`config.mk`:
```
export PLATFORM = sky130hd
export DESIGN_NAME = lfi_lane
export DESIGN_NICKNAME = d
export VERILOG_FILES = /design/src/hw/rtl/lfi_pkg.sv /design/src/hw/rtl/lfi_lane.sv
export SDC_FILE = /design/constraint.sdc
export NUM_CORES = 1
export LEC_CHECK = 0
export BUFFER_PORTS_ARGS = -buffer_cell sky130_fd_sc_hd__buf_4
export CORE_MARGIN = 5
export CORE_UTILIZATION = 40
export CTS_CLUSTER_DIAMETER = 60
export DETAILED_ROUTE_END_ITERATION = 7
export PLACE_DENSITY = 0.85
export SLEW_MARGIN = 10
export SYNTH_ARGS = -nofsm -noshare
export SYNTH_HDL_FRONTEND = slang
export SYNTH_SLANG_ARGS = --single-unit
```
`constraint.sdc`:
```
create_clock -name clk -period 2.4 [get_ports clk]
set_input_delay 0.36 -clock clk [delete_from_list [all_inputs] [get_ports clk]]
set_output_delay 0.36 -clock clk [all_outputs]
set_load 0.005 [all_outputs]
```
`src/hw/rtl/lfi_pkg.sv`:
```
// Package for length field inference: candidate geometry and shared types.
// Used by all modules under hw/rtl.
`timescale 1ns / 1ps
`default_nettype none
package lfi_pkg;
	localparam int PROBE_BYTES_DEF = 16;
	localparam int MAX_MESSAGES = 65536;
	localparam int LENGTH_BITS = 16;
	localparam int MIN_SAMPLES = 4;
	localparam int CNT_W = 17;
	localparam int K_W = 17;

	// register byte addresses on the APB port
	localparam logic [1:0] REG_MIN_COV = 2'd0;

	// candidate index c -> width code and offset; endian is the low bit of c
	function automatic logic [2:0] cand_width(input int c, input int pb);
		if (c < 2 * pb) return 3'd1;
		else if (c < 2 * pb + 2 * (pb - 1)) return 3'd2;
		else return 3'd4;
	endfunction

	function automatic logic [3:0] cand_offset(input int c, input int pb);
		int r;
		begin
			if (c < 2 * pb) r = c / 2;
			else if (c < 4 * pb - 2) r = (c - 2 * pb) / 2;
			else r = (c - 4 * pb + 2) / 2;
			return r[3:0];
		end
	endfunction

	typedef struct packed {
		logic       found;
		logic [3:0] off;
		logic [2:0] width;
		logic       be;
		logic [K_W-1:0] k;
	} pick_t;
endpackage
`default_nettype wire

```
`src/hw/rtl/lfi_lane.sv`:
```
// One candidate lane: extracts its field, tracks constant and counts.
// Depends on lfi_pkg.
`timescale 1ns / 1ps
`default_nettype none
module lfi_lane import lfi_pkg::*; #(
	parameter int PROBE_BYTES = PROBE_BYTES_DEF,
	parameter int IDX = 0
) (
	input  wire logic clk,
	input  wire logic arst_n,
	input  wire logic step,
	input  wire logic clear,
	input  wire logic [127:0] hdr,
	input  wire logic [LENGTH_BITS-1:0] len,
	output logic seen,
	output logic [CNT_W-1:0] match_cnt,
	output logic [CNT_W-1:0] valid_cnt,
	output logic signed [K_W+LENGTH_BITS:0] kval
);
	localparam logic [2:0] W = cand_width(IDX, PROBE_BYTES);
	localparam logic [3:0] OFF = cand_offset(IDX, PROBE_BYTES);
	localparam logic BE = 1'(IDX % 2);
	localparam int KW = K_W + LENGTH_BITS + 1;
	localparam logic [CNT_W-1:0] CMAX = CNT_W'(MAX_MESSAGES);

	logic [31:0] field;
	logic signed [KW-1:0] d;
	logic fits;
	logic [CNT_W-1:0] max_v;

	// extract field bytes
	always_comb begin
		field = '0;
		for (int i = 0; i < 4; i++) begin
			if (i < int'(W)) begin
				if (BE) field = {field[23:0], hdr[8*(int'(OFF)+i) +: 8]};
				else field[8*i +: 8] = hdr[8*(int'(OFF)+i) +: 8];
			end
		end
		fits = ((32'(OFF) + 32'(W)) <= 32'(len));
		d = KW'(signed'({1'b0, len})) - KW'(signed'({1'b0, field}));
		max_v = CMAX;
	end

	// update lane state
	always_ff @(posedge clk or negedge arst_n) begin
		if (!arst_n) begin
			seen <= 1'b0;
			match_cnt <= '0;
			valid_cnt <= '0;
		end else if (clear) begin
			seen <= 1'b0;
			match_cnt <= '0;
			valid_cnt <= '0;
		end else if (step && fits) begin
			seen <= 1'b1;
			if (valid_cnt < max_v) valid_cnt <= valid_cnt + 1'b1;
			if ((!seen || d == kval) && match_cnt < max_v) match_cnt <= match_cnt + 1'b1;
		end
	end

	// hold first constant
	always_ff @(posedge clk) begin
		if (step && fits && !seen && !clear) kval <= d;
	end
endmodule
`default_nettype wire

```
**Yosys cells after proc, flatten, opt, wreduce, memory -nomap -nowiden**

Cells that the tools add are included.

- Memories kept: 0
- ROM bits: 0
- Bits of input ports: 148
- Word-level logic and storage cells: 31
- RAM bits: 0
- Bits in latches: 0
- Flip-flop bits (word level): 52

- Shift operators: 0
- Bitwise operators: 0
- Multiply operators: 0
- Reductions and logical operators: 12
- Equal/unequal tests: 1
- Multiplexer cells: 8
- $lt $le $gt $ge: 3
- Divide/modulo/power cells: 0
- Add/subtract/negate cells: 3

Operators by type and width:

| cell | number |
|---|---|
| 17-bit two-way mux | 6 |
| 17-bit by 1-bit adder with 17-bit output (second input constant) | 2 |
| 17-bit < comparator (second input constant) | 2 |
| 17-bit equality test | 1 |
| 16-bit by 8-bit subtractor with 17-bit output | 1 |
| 1-bit by 16-bit less-or-equal comparator with 1-bit output (first input constant) | 1 |
| 2-bit nonzero test | 3 |
| 1-bit logical AND | 4 |
| 2-bit AND reduction | 2 |
| 1-bit zero test | 2 |
| 1-bit two-way mux | 2 |
| 1-bit logical OR | 1 |

**Logic depth before layout (Yosys ltp)**

- Word-level depth: 7
- Depth in mapped cells: 14

**Worst setup path before layout**

No wires, ideal clock.

- Path type: in2reg
- Start: input len[0]
- End: register match_cnt[0]
- Setup slack: -0.819 ns
- Library setup time: 0.125 ns
- Data required time: 2.275 ns
- Cell stages on the path: 12
- Arrival time: 3.094 ns
- Path through: inv_1 > ha_1 > fa_1 > nand2b_1 > a211oi_1 > o21ai_0 > nand2_1 > nor2_1 > a2111oi_0 > nand4_2 > o21ai_0 > mux2_2

- Longest elaborated chain between the ends: 6
- Elaborated cells on any way between the ends: 9
- Classes of those cells: add/sub (1); order compare (1); eq/ne (1); reduce/logical (6)

Ends and longest elaborated chain:

| item | RTL line | text |
|---|---|---|
| start: declaration | lfi_lane.sv:14 | `input wire logic [LENGTH_BITS-1:0] len,` |
| 16-bit by 8-bit subtractor with 17-bit output | lfi_lane.sv:41 | `d = KW'(signed'({1'b0, len})) - KW'(signed'({1'b0, field}));` |
| 17-bit equality test | lfi_lane.sv:58 | `if ((!seen \|\| d == kval) && match_cnt < max_v) match_cnt <= match_cnt + 1'b1;` |
| 1-bit logical OR | lfi_lane.sv:58 |  |
| 1-bit logical AND | lfi_lane.sv:58 |  |
| 2-bit nonzero test (no line) | -- |  |
| 2-bit AND reduction (no line) (*) | -- |  |
| end signal: assignment | lfi_lane.sv:58 |  |
| end: declaration | lfi_lane.sv:16 | `output logic [CNT_W-1:0] match_cnt,` |

Every way passes the cells marked *; elsewhere a longest branch is shown, timed or not.
A chain may end at the register's enable or synchronous reset.

**Worst setup path after layout**

- Start: input len[0]
- End: register match_cnt[10]

- Longest elaborated chain between the ends: 6
- Elaborated cells on any way between the ends: 9
- Classes of those cells: add/sub (1); order compare (1); eq/ne (1); reduce/logical (6)

Ends and longest elaborated chain:

| item | RTL line | text |
|---|---|---|
| 16-bit by 8-bit subtractor with 17-bit output | lfi_lane.sv:41 |  |
| net d[2] | lfi_lane.sv:27 | `logic signed [KW-1:0] d;` |
| 17-bit equality test | lfi_lane.sv:58 |  |
| 1-bit logical OR | lfi_lane.sv:58 |  |
| 1-bit logical AND | lfi_lane.sv:58 |  |
| 2-bit nonzero test (no line) | -- |  |
| 2-bit AND reduction (no line) | -- |  |

The timed path passes the listed nets, and every way through them passes these cells.

==> flow_metrics.py <==
metrics = {
    "pwr": {
        "seqPwrFrac_pct": 46.7,
        "power_mw": 2.09,
        "p_sw_uw": 598,
        "p_per_area_mw_per_mm2": 399,
        "comb_power_share_pct": 27.6,
        "clkPwrFrac_pct": 25.7,
        "power.internal_mw": 1.49,
        "swShare_pct": 28.6,
        "power_leakage_nw": 2.40,
        "ir_worst_vdd_v": 0.000246,
    },
    "routing": {
        "vias": 3267,
        "drt_first_pass_iters": 4,
        "avgViaCountPerCell": 5.08,
        "drc": 0,
        "antenna_left": 0,
        "drt-wirelength-per-cell_microns": 14.9,
        "drt-total-wl_microns": 9570,
        "drtIter0Drc": 100,
    },
    "place": {
        "dpl-instance-area_sq_mm": 0.00488,
        "gp_congestion": 0.844,
        "place_ws_ps": -1110,
        "place_hpwl_microns": 7200,
        "port_buffers": 96,
        "dpl.cell_count": 627,
    },
    "outcome": {
        "status": "finished, violations left",
        "violations": "hold timing, setup timing",
    },
    "sta": {
        "final_hold_viol_count": 13,
        "setup_ws_ps": -529,
        "max_freq_mhz": 341,
        "period_needed_ps": 2930,
        "tightest_slew_ps": 507,
        "finalClockSkew_ps": 16.0,
        "rsz0062_at_grt": "true",
        "hold_slack_ps": -9.23,
        "post-route-period-util_pct": 122,
        "slew_viol_final": 0,
        "maxSlewHeadroom_pct": 66.2,
        "setup_viol_count_final": 18,
    },
    "logic_synthesis": {
        "synth_flop_cell": "dfrtp_1",
        "synth.ff_latch_count": 52,
        "avgSynthCellArea_sq_um": 9.29,
        "async_flop_share_pct": 67.3,
        "synth_fp_nets": 554,
        "netlist_instances": 394,
        "synth-seq-area-share_pct": 37.9,
        "ys_warn_count": 0,
        "synth.distinct_cells": 50,
        "syn-cell-area_sq_mm": 0.00366,
        "synth_edf_count": 17,
    },
    "die": {
        "num_io_pins": 217,
        "die_h_microns": 106,
        "start_util_pct": 40.4,
        "fp-row-count": 35,
        "dieArea_sq_mm": 0.0112,
        "die_w_microns": 106,
        "core_area_sq_mm": 0.00906,
    },
    "worst_setup_path": {
        "cp_max_fo": 7,
        "cp.arrival_ps": 3140,
        "crit_path_end_kind": "register",
        "crit_type": "input port to register",
        "required_ps": 2610,
        "crit_path_start_kind": "input port",
    },
    "clocking": {
        "cts_tree": "built",
        "htreeDepth": 2,
        "cts_root_buf": "clkbuf_8",
        "cts.sinks": 52,
        "numCtsBuffers": 5,
        "clkLatencyLatePin_ps": 310,
        "cts_max_path_buffers": 2,
        "cts-hold-fix-buffers": 0,
        "path_clk_slew_ps": 110,
    },
    "global_route": {
        "grt_use_total_pct": 16.5,
        "antenna_found_initial": 0,
        "grt_pass1_vias": 3154,
        "grt_pass1_wl_microns": 15300,
        "overflow": 0,
        "grt_max_degree": 51,
    },
    "cells_and_area": {
        "post-route-cell-area_sq_mm": 0.00524,
        "area_growth_pct": 43.2,
        "layout_common_cells": "buf_4, nor2_1, nand2_1, dfrtp_1, xor2_1",
        "nets": 691,
        "final_core_util_pct": 57.8,
        "mostFrequentLayoutCell": "buf_4",
        "antenna_cells": 0,
        "drive_above_1_share_pct": 43.0,
        "stdcell_count": 643,
    },
    "hold_path": {
        "hold_path.class": "input port to asynchronous set/reset pin",
    },
    "run": {
        "maxCapViolations": 0,
    },
}
state kept, by name (all words and copies together) (netlist names):
| name | count |
|---|---|
| match_cnt | 17 |
| seen | 1 |
| kval | 17 |
| valid_cnt | 17 |
metal layers:
metal,vias to the layer above,global-route usage (%),wire [microns]
met5,-,0,0
met4,0,2.87,58
met3,4,5.02,711
met2,104,26.7,4480
met1,1550,22.2,4320
li1,1609,-,-
per-stage QoR:
step | hold slack, ps | TNS (ps)
6_report | -9.23 | -8200
5_1_grt | 12.6 | -10660
4_1_cts | 1.24 | -8400
3_5_place_dp | 344 | -29820
3_3_place_gp | 337 | -27000
2_1_floorplan | 64.4 | -10760
worst paths after layout:
path | startpoint | to | slack [ps] | cells past startpoint
max in group asynchronous | arst_n | valid_cnt[3] | 2070 | 1
worst min-delay path | arst_n | match_cnt[12] | -9 | 1
worst min register to register | valid_cnt[14] | valid_cnt[14] | 560 | 2
worst max-delay path | len[0] | match_cnt[10] | -530 | 14
min in group clk | len[15] | kval[15] | 420 | 2
worst max register to register | kval[2] | match_cnt[10] | -160 | 9
synth_stat cells (5+ instances only):
master | instances | share of area (%)
inv_1 | 18 | 1.8
and3_1 | 12 | 2.1
nor2b_1 | 15 | 2.6
edfxtp_1 | 17 | 14
nor3_1 | 9 | 1.2
nor2_1 | 49 | 5.0
nor4_1 | 5 | 0.85
o21ai_2 | 8 | 1.9
nand2b_1 | 5 | 0.85
xor2_1 | 23 | 5.5
o21ai_0 | 8 | 1.1
ha_1 | 11 | 3.8
mux2_2 | 6 | 1.8
mux2_4 | 9 | 3.7
nand2_1 | 42 | 4.3
clkbuf_1 | 11 | 1.1
nand3_1 | 12 | 1.6
xnor2_1 | 23 | 5.5
nand4_1 | 12 | 2.1
buf_4 | 17 | 3.5
dfrtp_1 | 35 | 24
critical path: stages:
cell and delay, ps:
buf_12 90, inv_12 30, ha_4 140, fa_2 390, xnor2_4 160, xor2_2 160
a2111oi_4 320, o221ai_1 160, and4b_1 270, and4_4 220, nand4_4 160, buf_4 200
o21ai_2 160, mux2_4 310
power groups by stage:
stage          clock (mW)  sequential, mW  combinational, mW
6_report            0.537           0.976              0.577
5_1_grt             0.591           0.979              0.631
4_1_cts             0.551           0.976              0.577
3_5_place_dp            0           0.993              0.529
3_3_place_gp            0           0.991              0.513
2_1_floorplan           0           0.993              0.277
layout make-up:
cell class	count	area [sq um]
Clock buffer	6	82.6
Clock inverter	2	12.5
Fill cell	763	3820
Inverter	18	80.1
Multi-Input combinational cell	293	2250
Sequential cell	52	1390
Tap cell	111	139
Timing Repair Buffer	161	1290
repair_timing:
| item | 4_1_cts | 5_1_grt |
|---|---|---|
| pin swaps | 9 | 5 |
| gates resized for setup | 23 | 17 |
| setup endpoints to repair | 33 | 30 |
| buffers inserted | 4 | 6 |
logic make-up (layout without fill, tap and decap cells):
| group | count (synthesis) | count (layout) | share of synthesized area [%] |
|---|---|---|---|
| simple gates | 174 | 174 | 23.7 |
| buf+inv | 49 | 187 | 7.21 |
| mux | 19 | 19 | 6.63 |
| xor+xnor | 47 | 47 | 11.6 |
| fa+ha+maj | 12 | 12 | 4.31 |
| compound gates | 41 | 41 | 8.65 |
| flops | 52 | 52 | 37.9 |
Note: power is estimated with default switching activity, not from simulation.
